$ cat config.mk
export PLATFORM = sky130hd
export DESIGN_NAME = backlight_fade_ramp_unit
export DESIGN_NICKNAME = d
export VERILOG_FILES = /design/src/hdl/bfr_pkg.sv /design/src/hdl/bfr_mul.sv /design/src/hdl/bfr_div.sv /design/src/hdl/backlight_fade_ramp_unit.sv
export SDC_FILE = /design/constraint.sdc
export NUM_CORES = 1
export LEC_CHECK = 0
export BUFFER_PORTS_ARGS = -buffer_cell sky130_fd_sc_hd__buf_2
export CORE_MARGIN = 8
export CORE_UTILIZATION = 45
export CTS_CLUSTER_SIZE = 28
export DETAILED_ROUTE_END_ITERATION = 16
export PLACE_DENSITY = 0.66
export SLEW_MARGIN = 25
export SYNTH_ARGS = -nofsm -noshare
export SYNTH_HDL_FRONTEND = slang
export SYNTH_SLANG_ARGS = --single-unit
export TNS_END_PERCENT = 20
$ cat constraint.sdc
create_clock -name clk -period 4 [get_ports clk]
set_input_delay 0.8 -clock clk [delete_from_list [all_inputs] [get_ports clk]]
set_output_delay 0.8 -clock clk [all_outputs]
set_load 0.03 [all_outputs]
$ cat src/hdl/bfr_pkg.sv
package bfr_pkg;

	// widths fixed by the stream fields
	localparam int DUR_BITS        = 16;
	localparam int LEVEL_BITS_DEF  = 16;
	localparam int TIME_BITS_DEF   = 32;

	// input opcodes
	localparam logic OP_SET  = 1'b0;
	localparam logic OP_TICK = 1'b1;

	// register indexes (word address)
	localparam logic [1:0] REG_BACKLIGHT = 2'd0;
	localparam logic [1:0] REG_POWER     = 2'd1;
	localparam logic [1:0] REG_MIN_FADE  = 2'd2;

	localparam logic [DUR_BITS-1:0] MIN_FADE_RST = 16'd20;

	// kind of write carried by a result
	typedef enum logic [1:0] {
		KIND_LEVEL   = 2'd0,
		KIND_UNBLANK = 2'd1,
		KIND_DOWN    = 2'd2
	} kind_t;

endpackage

$ cat src/hdl/bfr_mul.sv
module bfr_mul #(
	parameter int LEVEL_BITS = bfr_pkg::LEVEL_BITS_DEF
) (
	input  logic                                    clk,
	input  logic                                    arst_n,
	input  logic                                    start,
	input  logic [LEVEL_BITS-1:0]                   mag,
	input  logic [bfr_pkg::DUR_BITS-1:0]            mult,
	output logic                                    done,
	output logic [LEVEL_BITS+bfr_pkg::DUR_BITS-1:0] prod
);
	import bfr_pkg::*;

	localparam int PW = LEVEL_BITS + DUR_BITS;
	localparam int CW = $clog2(DUR_BITS + 1);

	logic [PW-1:0]         acc_q;
	logic [DUR_BITS-1:0]   mult_q;
	logic [LEVEL_BITS-1:0] mag_q;
	logic [CW-1:0]         cnt_q;
	logic                  run_q;
	logic                  done_q;

	// step counter, one multiplier bit per cycle
	always_ff @(posedge clk or negedge arst_n) begin
		if (!arst_n) begin
			run_q  <= 1'b0;
			done_q <= 1'b0;
			cnt_q  <= '0;
		end else begin
			done_q <= 1'b0;
			if (start) begin
				run_q <= 1'b1;
				cnt_q <= CW'(DUR_BITS);
			end else if (run_q) begin
				cnt_q <= cnt_q - CW'(1);
				if (cnt_q == CW'(1)) begin
					run_q  <= 1'b0;
					done_q <= 1'b1;
				end
			end
		end
	end

	// shift-add, multiplier msb first
	always_ff @(posedge clk) begin
		if (start) begin
			acc_q  <= '0;
			mult_q <= mult;
			mag_q  <= mag;
		end else if (run_q) begin
			acc_q  <= {acc_q[PW-2:0], 1'b0} + (mult_q[DUR_BITS-1] ? PW'(mag_q) : '0);
			mult_q <= {mult_q[DUR_BITS-2:0], 1'b0};
		end
	end

	assign done = done_q;
	assign prod = acc_q;

endmodule

$ cat src/hdl/bfr_div.sv
module bfr_div #(
	parameter int LEVEL_BITS = bfr_pkg::LEVEL_BITS_DEF
) (
	input  logic                                    clk,
	input  logic                                    arst_n,
	input  logic                                    start,
	input  logic [LEVEL_BITS+bfr_pkg::DUR_BITS-1:0] prod,
	input  logic [bfr_pkg::DUR_BITS-1:0]            dur,
	output logic                                    done,
	output logic [LEVEL_BITS-1:0]                   quot
);
	import bfr_pkg::*;

	localparam int PW = LEVEL_BITS + DUR_BITS;
	localparam int NW = PW + 2;
	localparam int RW = DUR_BITS + 1;
	localparam int CW = $clog2(LEVEL_BITS + 1);

	logic [NW-1:0]         num;
	logic [RW-1:0]         rem_q;
	logic [RW-1:0]         dvs_q;
	logic [LEVEL_BITS-1:0] num_q;
	logic [CW-1:0]         cnt_q;
	logic                  run_q;
	logic                  done_q;
	logic [RW:0]           trial;
	logic [RW:0]           diff;
	logic                  ge;

	// rounded numerator 2*prod + dur, divisor 2*dur
	assign num = NW'({prod, 1'b0}) + NW'(dur);

	// one quotient bit per cycle, restoring
	assign trial = {rem_q, num_q[LEVEL_BITS-1]};
	assign diff  = trial - {1'b0, dvs_q};
	assign ge    = trial >= {1'b0, dvs_q};

	always_ff @(posedge clk or negedge arst_n) begin
		if (!arst_n) begin
			run_q  <= 1'b0;
			done_q <= 1'b0;
			cnt_q  <= '0;
		end else begin
			done_q <= 1'b0;
			if (start) begin
				run_q <= 1'b1;
				cnt_q <= CW'(LEVEL_BITS);
			end else if (run_q) begin
				cnt_q <= cnt_q - CW'(1);
				if (cnt_q == CW'(1)) begin
					run_q  <= 1'b0;
					done_q <= 1'b1;
				end
			end
		end
	end

	// quotient fits the level width, so the top bits preload the remainder
	always_ff @(posedge clk) begin
		if (start) begin
			rem_q <= num[LEVEL_BITS+RW-1:LEVEL_BITS];
			num_q <= num[LEVEL_BITS-1:0];
			dvs_q <= {dur, 1'b0};
		end else if (run_q) begin
			rem_q <= ge ? diff[RW-1:0] : trial[RW-1:0];
			num_q <= {num_q[LEVEL_BITS-2:0], ge};
		end
	end

	assign done = done_q;
	assign quot = num_q;

endmodule

$ cat src/hdl/backlight_fade_ramp_unit.sv
// set request without a fade: results pass through ST_DECIDE, then
// ST_UNBLANK or ST_LEVEL into the result register; a set that starts a fade
// or keeps the level writes nothing; a tick before the fade ends runs the
// 16-step serial multiply and then the LEVEL_BITS-step serial divide
// one item at a time; the next item is taken once the last result is registered
// async reset: level 0, no fade, backlight and power control present, min fade 20
module backlight_fade_ramp_unit #(
	parameter int LEVEL_BITS = bfr_pkg::LEVEL_BITS_DEF,
	parameter int TIME_BITS  = bfr_pkg::TIME_BITS_DEF
) (
	input  logic        clk,
	input  logic        arst_n,
	// input stream
	input  logic        s_tvalid,
	output logic        s_tready,
	input  logic [63:0] s_tdata,   // target_level[15:0], fade_ms[31:16], now_ms[63:32]
	input  logic        s_tuser,   // opcode
	// result stream
	output logic        m_tvalid,
	input  logic        m_tready,
	output logic [23:0] m_tdata,   // write_value[15:0], fade_active[16], zero[23:17]
	output logic [1:0]  m_tuser,   // write_kind
	output logic        m_tlast,
	// configuration
	input  logic        psel,
	input  logic        penable,
	input  logic        pwrite,
	input  logic [3:0]  paddr,
	input  logic [31:0] pwdata,
	output logic [31:0] prdata,
	output logic        pready
);
	import bfr_pkg::*;

	localparam int PW = LEVEL_BITS + DUR_BITS;

	typedef enum logic [7:0] {
		ST_IDLE    = 8'b0000_0001,
		ST_CHECK   = 8'b0000_0010,
		ST_MUL     = 8'b0000_0100,
		ST_DIV     = 8'b0000_1000,
		ST_DECIDE  = 8'b0001_0000,
		ST_UNBLANK = 8'b0010_0000,
		ST_LEVEL   = 8'b0100_0000,
		ST_DOWN    = 8'b1000_0000
	} state_t;

	state_t                state_q;
	logic                  backlight_q;
	logic                  power_q;
	logic [DUR_BITS-1:0]   min_fade_q;
	logic [LEVEL_BITS-1:0] cur_q;
	logic [LEVEL_BITS-1:0] start_lvl_q;
	logic [LEVEL_BITS-1:0] end_lvl_q;
	logic [TIME_BITS-1:0]  start_time_q;
	logic [DUR_BITS-1:0]   dur_q;
	logic                  fading_q;
	logic [TIME_BITS-1:0]  elapsed_q;
	logic [LEVEL_BITS-1:0] new_lvl_q;
	logic                  down_q;
	logic                  out_valid_q;
	kind_t                 out_kind_q;
	logic [15:0]           out_value_q;
	logic                  out_last_q;
	logic                  out_active_q;

	logic                  in_xfer;
	logic                  cfg_wr;
	logic                  out_free;
	logic                  out_load;
	logic                  opcode;
	logic [LEVEL_BITS-1:0] tgt;
	logic [DUR_BITS-1:0]   fade_ms;
	logic [TIME_BITS-1:0]  now_t;
	logic [31:0]           tgt_wide;
	logic [63:0]           now_wide;
	logic [31:0]           new_wide;
	logic                  time_up;
	logic                  ramp_down;
	logic [LEVEL_BITS-1:0] mag;
	logic                  mul_start;
	logic                  mul_done;
	logic [PW-1:0]         prod;
	logic                  div_start;
	logic                  div_done;
	logic [LEVEL_BITS-1:0] quot;
	logic                  down_after;

	// unpack input fields, kept to the configured widths
	assign opcode   = s_tuser;
	assign tgt_wide = 32'(s_tdata[15:0]);
	assign tgt      = tgt_wide[LEVEL_BITS-1:0];
	assign fade_ms  = s_tdata[31:16];
	assign now_wide = 64'(s_tdata[63:32]);
	assign now_t    = now_wide[TIME_BITS-1:0];

	assign s_tready = (state_q == ST_IDLE);
	assign in_xfer  = s_tvalid && s_tready;
	assign out_free = !out_valid_q || m_tready;
	assign out_load = out_free
		&& (state_q == ST_UNBLANK || state_q == ST_LEVEL || state_q == ST_DOWN);
	assign cfg_wr   = psel && penable && pwrite && pready;

	// ramp direction and size
	assign time_up   = (dur_q == '0) || (elapsed_q >= TIME_BITS'(dur_q));
	assign ramp_down = end_lvl_q < start_lvl_q;
	assign mag       = ramp_down ? start_lvl_q - end_lvl_q : end_lvl_q - start_lvl_q;
	assign mul_start = (state_q == ST_CHECK) && !time_up;
	assign div_start = (state_q == ST_MUL) && mul_done;

	assign new_wide   = 32'(new_lvl_q);
	assign down_after = (new_lvl_q == '0) && power_q;

	bfr_mul #(
		.LEVEL_BITS(LEVEL_BITS)
	) u_mul (
		.clk   (clk),
		.arst_n(arst_n),
		.start (mul_start),
		.mag   (mag),
		.mult  (elapsed_q[DUR_BITS-1:0]),
		.done  (mul_done),
		.prod  (prod)
	);

	bfr_div #(
		.LEVEL_BITS(LEVEL_BITS)
	) u_div (
		.clk   (clk),
		.arst_n(arst_n),
		.start (div_start),
		.prod  (prod),
		.dur   (dur_q),
		.done  (div_done),
		.quot  (quot)
	);

	// configuration registers
	always_ff @(posedge clk or negedge arst_n) begin
		if (!arst_n) begin
			backlight_q <= 1'b1;
			power_q     <= 1'b1;
			min_fade_q  <= MIN_FADE_RST;
		end else if (cfg_wr) begin
			unique case (paddr[3:2])
				REG_BACKLIGHT: backlight_q <= pwdata[0];
				REG_POWER:     power_q     <= pwdata[0];
				REG_MIN_FADE:  min_fade_q  <= pwdata[DUR_BITS-1:0];
				default: ;
			endcase
		end
	end

	// register readback
	always_comb begin
		unique case (paddr[3:2])
			REG_BACKLIGHT: prdata = 32'(backlight_q);
			REG_POWER:     prdata = 32'(power_q);
			REG_MIN_FADE:  prdata = 32'(min_fade_q);
			default:       prdata = '0;
		endcase
	end

	assign pready = 1'b1;

	// sequencer, ramp state and result register
	always_ff @(posedge clk or negedge arst_n) begin
		if (!arst_n) begin
			state_q      <= ST_IDLE;
			cur_q        <= '0;
			start_lvl_q  <= '0;
			end_lvl_q    <= '0;
			start_time_q <= '0;
			dur_q        <= '0;
			fading_q     <= 1'b0;
			elapsed_q    <= '0;
			new_lvl_q    <= '0;
			down_q       <= 1'b0;
			out_valid_q  <= 1'b0;
			out_kind_q   <= KIND_LEVEL;
			out_value_q  <= '0;
			out_last_q   <= 1'b0;
			out_active_q <= 1'b0;
		end else begin
			if (m_tready && !out_load) begin
				out_valid_q <= 1'b0;
			end
			unique case (state_q)
				ST_IDLE: begin
					if (in_xfer && backlight_q) begin
						if (opcode == OP_SET) begin
							if (tgt == cur_q || fade_ms <= min_fade_q) begin
								// cancel any fade, write at once if the level moves
								fading_q     <= 1'b0;
								start_time_q <= '0;
								dur_q        <= '0;
								start_lvl_q  <= cur_q;
								end_lvl_q    <= cur_q;
								new_lvl_q    <= tgt;
								state_q      <= (tgt == cur_q) ? ST_IDLE : ST_DECIDE;
							end else begin
								start_time_q <= now_t;
								dur_q        <= fade_ms;
								start_lvl_q  <= cur_q;
								end_lvl_q    <= tgt;
								fading_q     <= 1'b1;
							end
						end else if (fading_q) begin
							elapsed_q <= now_t - start_time_q;
							state_q   <= ST_CHECK;
						end
					end
				end
				ST_CHECK: begin
					down_q <= ramp_down;
					if (time_up) begin
						new_lvl_q <= end_lvl_q;
						fading_q  <= 1'b0;
						state_q   <= ST_DECIDE;
					end else begin
						state_q <= ST_MUL;
					end
				end
				ST_MUL: begin
					if (mul_done) begin
						state_q <= ST_DIV;
					end
				end
				ST_DIV: begin
					if (div_done) begin
						new_lvl_q <= down_q ? start_lvl_q - quot : start_lvl_q + quot;
						state_q   <= ST_DECIDE;
					end
				end
				ST_DECIDE: begin
					if (new_lvl_q == cur_q) begin
						state_q <= ST_IDLE;
					end else if (cur_q == '0 && power_q) begin
						state_q <= ST_UNBLANK;
					end else begin
						state_q <= ST_LEVEL;
					end
				end
				ST_UNBLANK: begin
					if (out_free) begin
						out_valid_q  <= 1'b1;
						out_kind_q   <= KIND_UNBLANK;
						out_value_q  <= '0;
						out_last_q   <= 1'b0;
						out_active_q <= fading_q;
						state_q      <= ST_LEVEL;
					end
				end
				ST_LEVEL: begin
					if (out_free) begin
						out_valid_q  <= 1'b1;
						out_kind_q   <= KIND_LEVEL;
						out_value_q  <= new_wide[15:0];
						out_last_q   <= !down_after;
						out_active_q <= fading_q;
						cur_q        <= new_lvl_q;
						state_q      <= down_after ? ST_DOWN : ST_IDLE;
					end
				end
				ST_DOWN: begin
					if (out_free) begin
						out_valid_q  <= 1'b1;
						out_kind_q   <= KIND_DOWN;
						out_value_q  <= '0;
						out_last_q   <= 1'b1;
						out_active_q <= fading_q;
						state_q      <= ST_IDLE;
					end
				end
				default: state_q <= ST_IDLE;
			endcase
		end
	end

	// result stream
	assign m_tvalid = out_valid_q;
	assign m_tdata  = {7'd0, out_active_q, out_value_q};
	assign m_tuser  = out_kind_q;
	assign m_tlast  = out_last_q;

endmodule

==> results.toml, run 1 <==
[synth]
synth.ff_latch_count = 320
post_synth_and_or_nand_nor_area_fraction_pct = 17.2
syn_inst = 2326
sequential_element_share_of_the_synthesized_area_pct = 39.3
synth-compound-area-share_pct = 15.8
synthXorXnorAreaFrac_pct = 7.21
post_synthesis_adder_cell_area_fraction_pct = 10.2
synth_area_per_cell_um2 = 9.03
synth-warning-count = 0
synthDominantAreaCellType = "sky130_fd_sc_hd__dfrtp_1"
main_combinational_cell_family_by_area_after_synthesis = "simple AND/OR/NAND/NOR gates"
synth_enable_flop_cells = 81
synthMuxAreaShare_pct = 4.41
synth-main-ff-cell = "sky130_fd_sc_hd__dfrtp_1"
async_flop_share_pct = 64.7
syn-cell-area_mm2 = 0.0210
synth.top_cells.by_area = "sky130_fd_sc_hd__dfrtp_1 24%, sky130_fd_sc_hd__edfxtp_1 12%, sky130_fd_sc_hd__ha_1 9.5%"
post_synth_num_cell_types = 86
top_area_cell_type_share_of_the_netlist_area_pct = 24.1

[sta]
setup_violations = 0
period_needed_ns = 3.68
worstMarginPinSlew_ns = 0.948
maxSlewHeadroom_pct = 36.8
timing.final.max_slew_violations = 0
clock.fmax_ghz = 0.272
hold_violations = 0
final.setup_skew_ns = 0.0172
tns_ns = 0
rsz0062_at_grt = "no"
layout_worst_path_cycle_share_pct = 92.0

[clocking]
post-cts-setup-buffer-count = 0
ctsHoldBuffers = 0
worstSkewPairLatency_ns = 0.55
root_buffer = "sky130_fd_sc_hd__clkbuf_16"
worst_setup_hold_path_clk_slew_ns = 0.06
post_cts.resized_instances = 0
cts_tree = "yes"
cts_buffers = 39
cts-root-to-sink-buffers = 3
cts_h_tree_depth = 2
clock-sinks = 320

[critical_path]
critical_path.startpoint_type = "register"
critPathTopFamily = "compound AO/OA/AOI/OAI gates"
end_kind = "register"
path_cells = "or3_1 > nor3b_1 > buf_4 > a21oi_1 > xnor2_1 > ha_1 > a21oi_1 > nand2_1 > o21ai_0 > o21ai_0 > o41ai_1 > xor2_1 > o21ai_0 > mux2_4"
path_class = "register to register"
path_common_cell = "sky130_fd_sc_hd__o21ai_0"
cp_max_fo = 5
critPathSlowestCell = "sky130_fd_sc_hd__edfxtp_1"
worstPathArrival_ns = 4.11
critPathMaxStageDelay_ns = 0.46
cp.buffers_inverters = 1
worst-endpoint-required_ns = 4.43

[cells_and_area]
finish.utilization_pct = 50.8
layout.filler_cells = 4277
area.sequential_mm2 = 0.00826
syn_to_final_growth_pct = 12.0
multi_input_comb_area_mm2 = 0.0116
fin_nets = 2689
layout-drive-gt1-share_pct = 12.1

[detailed_routing]
route.detailed.wl_per_inst_um = 17.9
routed_via_density = 5.55
drtAntennaViolNets = 0
dr_total_vias = 16900
route.detailed.drc = 0
route.final.wire_length_um = 54800
drtPass1Iterations = 5
drt_iter0_drc = 1065

[run_status]
status = "completed"

[power]
pwr_density_cell_mw_per_mm2 = 806
report.power.total_w = 0.0190
leakagePower_nw = 10.8
ir_drop_mv = 0.453

[global_routing]
grt.overflow.total = 0
grt_use_total_pct = 20.2
grt_max_degree = 133
wire_length_of_the_first_global_routing_pass_um = 89600
grt_pass1_vias = 17100
antenna_found_initial = 1

[floorplanning]
std_cell_rows = 79
fp.dieArea_mm2 = 0.0539
top_level_ports = 170
initial_util_pct = 45.3
core_area_mm2 = 0.0464
die_y_um = 232
floorplan.die.width_um = 232

[place]
gp_congestion = 0.880
detailedPlacementHpwl_um = 41100
port-buffer-count = 127

[flow_run]
drv_cap = 0

[hold_path]
hold_path.class = "input port to async pin"
==> sequential cells by signal, indices dropped and copies added, names as in the netlist, 2 cells and up <==
signal and count:
state_q 8, u_mul.mag_q 16, u_mul.mult_q 16, dur_q 16, cur_q 16, new_lvl_q 16, start_time_q 32, start_lvl_q 16
u_mul.cnt_q 5, m_tuser 2, elapsed_q 32, u_div.rem_q 17, u_div.quot 16, u_mul.prod 32, end_lvl_q 16, out_value_q 16
u_div.cnt_q 5, u_div.dvs_q 16, min_fade_q 16
==> logic make-up (layout without fill, tap and decap cells) <==
kind of cell             after synthesis  count (layout)
AO/OA/AOI/OAI                        539             539
XOR/XNOR                             173             173
adder cells (fa/ha/maj)              167             167
buffers and inverters                289             385
flip-flops                           320             320
multiplexers                          83              83
other                                  2              27
AND/OR/NAND/NOR                      753             753
==> final timing paths <==
check	startpoint	to	slack (ns)	cells past startpoint
worst max-delay path	u_div.quot[3]	new_lvl_q[14]	0.32	14
worst min-delay path	arst_n	start_time_q[21]	0.14	1
worst max register to register	u_div.quot[3]	new_lvl_q[14]	0.32	14
min in group clk	pwdata[12]	min_fade_q[12]	0.45	3
worst min register to register	out_value_q[7]	out_value_q[7]	0.47	2
max in group asynchronous	arst_n	start_lvl_q[12]	3.04	2
==> per-stage QoR <==
step / cell area [um2] / instances / hold slack, ns / worst slack (ns)
after floorplan: 21100 / 2348 / 0.443 / 0.537
after global placement: 22200 / 2979 / 0.448 / 0.394
after detailed placement: 22200 / 2979 / 0.455 / 0.364
after CTS: 23500 / 3050 / 0.428 / 0.336
after global routing: 23500 / 3051 / 0.146 / 0.102
final: 23500 / 3054 / 0.143 / 0.321
==> worst reg2reg max path: stages (launching register included) <==
cell and delay [ns]:
sky130_fd_sc_hd__edfxtp_1 0.46, sky130_fd_sc_hd__or3_1 0.45, sky130_fd_sc_hd__nor3b_1 0.20, sky130_fd_sc_hd__buf_4 0.16
sky130_fd_sc_hd__a21oi_1 0.08, sky130_fd_sc_hd__xnor2_1 0.21, sky130_fd_sc_hd__ha_1 0.31, sky130_fd_sc_hd__a21oi_1 0.27
sky130_fd_sc_hd__nand2_1 0.11, sky130_fd_sc_hd__o21ai_0 0.21, sky130_fd_sc_hd__o21ai_0 0.18, sky130_fd_sc_hd__o41ai_1 0.33
sky130_fd_sc_hd__xor2_1 0.20, sky130_fd_sc_hd__o21ai_0 0.13, sky130_fd_sc_hd__mux2_4 0.28
==> power by group <==
part	internal, W	leakage [nW]	switching (W)	total [W]
Sequential	0.00459	3.70	0.00111	0.00571
Combinational	0.00412	6.49	0.00550	0.00962
Clock	0.00223	0.651	0.00141	0.00364
==> cell usage in the layout, fill, tap and decap left out, types with 65 or more instances in the layout <==
cell	Yosys	final
sky130_fd_sc_hd__xor2_1	84	84
sky130_fd_sc_hd__inv_1	152	152
sky130_fd_sc_hd__o21ai_0	218	216
sky130_fd_sc_hd__nor2_1	126	126
sky130_fd_sc_hd__edfxtp_1	81	81
sky130_fd_sc_hd__nand2_1	276	276
sky130_fd_sc_hd__dfrtp_1	202	202
sky130_fd_sc_hd__a21oi_1	98	98
sky130_fd_sc_hd__nand3_1	84	84
sky130_fd_sc_hd__ha_1	160	160
sky130_fd_sc_hd__xnor2_1	89	89
sky130_fd_sc_hd__buf_2	15	126
sky130_fd_sc_hd__a21o_1	65	65
==> cell usage after synthesis (all sizes together), types with 5 or more instances <==
master / n
o211ai: 7
nor3: 52
o21ai: 223
o21a: 16
nand2b: 26
nand2: 277
mux2i: 37
and2: 41
a211oi: 31
a21oi: 98
a31oi: 19
a21o: 65
nor4: 34
o21bai: 11
inv: 152
a211o: 6
and3: 14
nor2: 126
ha: 160
fa: 7
clkbuf: 90
o31ai: 8
dfxtp: 32
edfxtp: 81
buf: 46
mux2: 46
a22oi: 12
nand4: 29
dfstp: 5
xnor2: 89
nand3: 85
xor2: 84
or3: 11
nor2b: 28
dfrtp: 202
==> area by class of cell <==
| type | count | share of cell area (%) |
|---|---|---|
| repair buffers | 161 | 4.13 |
| clock inverters | 11 | 0.558 |
| clock buffers | 60 | 5.05 |
| inverters | 153 | 2.44 |
| multi-input cells | 1739 | 49.5 |
| diodes | 3 | 0.0319 |
| flip-flops and latches | 320 | 35.1 |
| well taps | 607 | 3.23 |
==> layer usage <==
metal  global-route usage (%)  wire, um  up-vias
li1                         -         -     8276
met1                     27.0     25200     8245
met2                     33.7     26200      342
met3                     2.49      2080       83
met4                     6.63      1350        0
met5                        0         0        -
No activity file was read; power rests on OpenSTA's default activity.
==> inputs of run 2 (changes only) <==
==> constraint.sdc (replaced) <==
create_clock -name clk -period 4 [get_ports clk]
set_input_delay 0.6 -clock clk [delete_from_list [all_inputs] [get_ports clk]]
set_output_delay 0.6 -clock clk [all_outputs]
set_load 0.03 [all_outputs]
==> run 2 against run 1 <==
Net effect: via count is 0.15% lower; largest power group unchanged; first-iteration DRC count decreased by 2.0%; maximum frequency decreased by 0.21%; clock skew rose by 0.0050 ns; critical path type unchanged; register-to-register slack barely moved; power fell by 1.0%; highest routed layer unchanged.
==> results.toml, run 2 (synthesis results as in run 1) <==
[global_routing]
wire_length_of_the_first_global_routing_pass_um = 88100
grt_pass1_vias = 16800
antenna_found_initial = 1
grt_use_total_pct = 19.8
grt_max_degree = 122
grt.overflow.total = 0

[sta]
setup_violations = 0
clock.fmax_ghz = 0.271
rsz0062_at_grt = "no"
hold_violations = 0
timing.final.max_slew_violations = 0
maxSlewHeadroom_pct = 37.9
period_needed_ns = 3.69
final.setup_skew_ns = 0.0222
worstMarginPinSlew_ns = 0.929
layout_worst_path_cycle_share_pct = 92.2
fin_ws_ns = 0.313
tns_ns = 0

[cells_and_area]
fin_nets = 2687
syn_to_final_growth_pct = 11.5
most-common-layout-cells = "276 x sky130_fd_sc_hd__nand2_1, 216 x sky130_fd_sc_hd__o21ai_0, 202 x sky130_fd_sc_hd__dfrtp_1, 160 x sky130_fd_sc_hd__ha_1, 152 x sky130_fd_sc_hd__inv_1"
finish.utilization_pct = 50.5
layout-drive-gt1-share_pct = 12.0
layout.cells.most_common = "sky130_fd_sc_hd__nand2_1"
final_design_area_no_fill_mm2 = 0.0234

[clocking]
cts_buffers = 38
clock-sinks = 320
post_cts.resized_instances = 0
cts_h_tree_depth = 2
post-cts-setup-buffer-count = 0
ctsHoldBuffers = 0
root_buffer = "sky130_fd_sc_hd__clkbuf_16"
worstSkewPairLatency_ns = 0.55
cts-root-to-sink-buffers = 3
worst_setup_hold_path_clk_slew_ns = 0.06
cts_tree = "yes"

[power]
pwr-share-seq_pct = 30.4
leakagePower_nw = 10.8
p_sw_w = 0.00798
ir_drop_mv = 0.361
pwr-share-clk_pct = 18.7
comb_power_share_pct = 50.9
p_sw_share_pct = 42.5
pwr_density_cell_mw_per_mm2 = 801
intPower_w = 0.0108

[hold_path]
hold_path.class = "input port to register"
timing.hold.worst.start = "pwdata[12]"
hold-path-endpoint = "min_fade_q[12]"
hold_depth = 3

[floorplanning]
fp.dieArea_mm2 = 0.0539
std_cell_rows = 79
floorplan.die.width_um = 232
core_area_mm2 = 0.0464
initial_util_pct = 45.3
top_level_ports = 170
die_y_um = 232

[detailed_routing]
route.detailed.drc = 0
route.detailed.wl_per_inst_um = 17.6
drtAntennaViolNets = 0
dr_total_vias = 16900
route.final.wire_length_um = 53600
routed_via_density = 5.55
drtPass1Iterations = 6
drt_iter0_drc = 1044

[run_status]
status = "completed"

[critical_path]
end_kind = "register"
reg2reg_slack_ns = 0.31
path_class = "register to register"
cp_max_fo = 5
critical_path.startpoint_type = "register"
ff2ff_path_depth = 14
crit-reg2reg-capture = "new_lvl_q[14]"
launch_point_of_the_worst_reg_to_reg_path = "u_div.quot[3]"
worst-endpoint-required_ns = 4.43
worstPathArrival_ns = 4.12

[flow_run]
drv_cap = 0

[place]
detailedPlacementHpwl_um = 40600
port-buffer-count = 127
dpl-instance-area_mm2 = 0.0221
gp_congestion = 0.905
setup_ws_pre_cts_ns = 0.371
## run 2: per-stage QoR
stage               power, W  hold slack (ns)  cells
floorplan             0.0128            0.304   2348
global placement      0.0149            0.449   2977
detailed placement    0.0152            0.455   2977
CTS                   0.0188            0.186   3044
global route          0.0203            0.243   3047
finish                0.0188            0.254   3047
## run 2: metal layers
layer,share of wire (%),GRT usage [%],vias to the layer above
li1,-,-,8287
met4,2.8,6.39,0
met3,4.3,2.74,96
met2,47,33.0,355
met1,46,26.3,8182
met5,0,0,-
## run 2: critical path, stage by stage, from the launching register on
cell                       delay [ns]
sky130_fd_sc_hd__edfxtp_1        0.44
sky130_fd_sc_hd__or3_1           0.43
sky130_fd_sc_hd__nor3b_1         0.22
sky130_fd_sc_hd__buf_4           0.17
sky130_fd_sc_hd__a21oi_1         0.08
sky130_fd_sc_hd__xnor2_1         0.24
sky130_fd_sc_hd__ha_1            0.32
sky130_fd_sc_hd__a21oi_1         0.28
sky130_fd_sc_hd__o21ai_0         0.18
sky130_fd_sc_hd__o21ai_0         0.11
sky130_fd_sc_hd__o21ai_0         0.15
sky130_fd_sc_hd__o41ai_1         0.38
sky130_fd_sc_hd__xor2_1          0.20
sky130_fd_sc_hd__o21ai_0         0.09
sky130_fd_sc_hd__mux2_4          0.27
## run 2: how the worst max path moves through the flow
stage / from / to / depth (start not counted)
after floorplan: dur_q[0] / u_mul.mult_q[0] / 8
after global placement: u_div.quot[3] / new_lvl_q[14] / 14
after detailed placement: u_div.quot[3] / new_lvl_q[14] / 14
after CTS: u_div.quot[3] / new_lvl_q[14] / 14
after global routing: u_div.quot[3] / new_lvl_q[14] / 13
final: u_div.quot[3] / new_lvl_q[14] / 14
## run 2: cell type report
type | count | area [um2]
antenna | 1 | 2.50
clock buffer | 56 | 1110
clock inverter | 11 | 148
fill | 4266 | 22900
inverter | 153 | 574
multi-input combinational | 1739 | 11600
sequential | 320 | 8260
tap | 607 | 759
timing repair buffer | 160 | 928
## run 2: power by group through the flow
stage | Combinational, W | Clock [W] | Sequential (W)
floorplan | 0.00749 | 0 | 0.00532
global placement | 0.00924 | 0 | 0.00570
detailed placement | 0.00944 | 0 | 0.00574
CTS | 0.00952 | 0.00360 | 0.00569
global route | 0.0107 | 0.00373 | 0.00585
finish | 0.00955 | 0.00352 | 0.00571
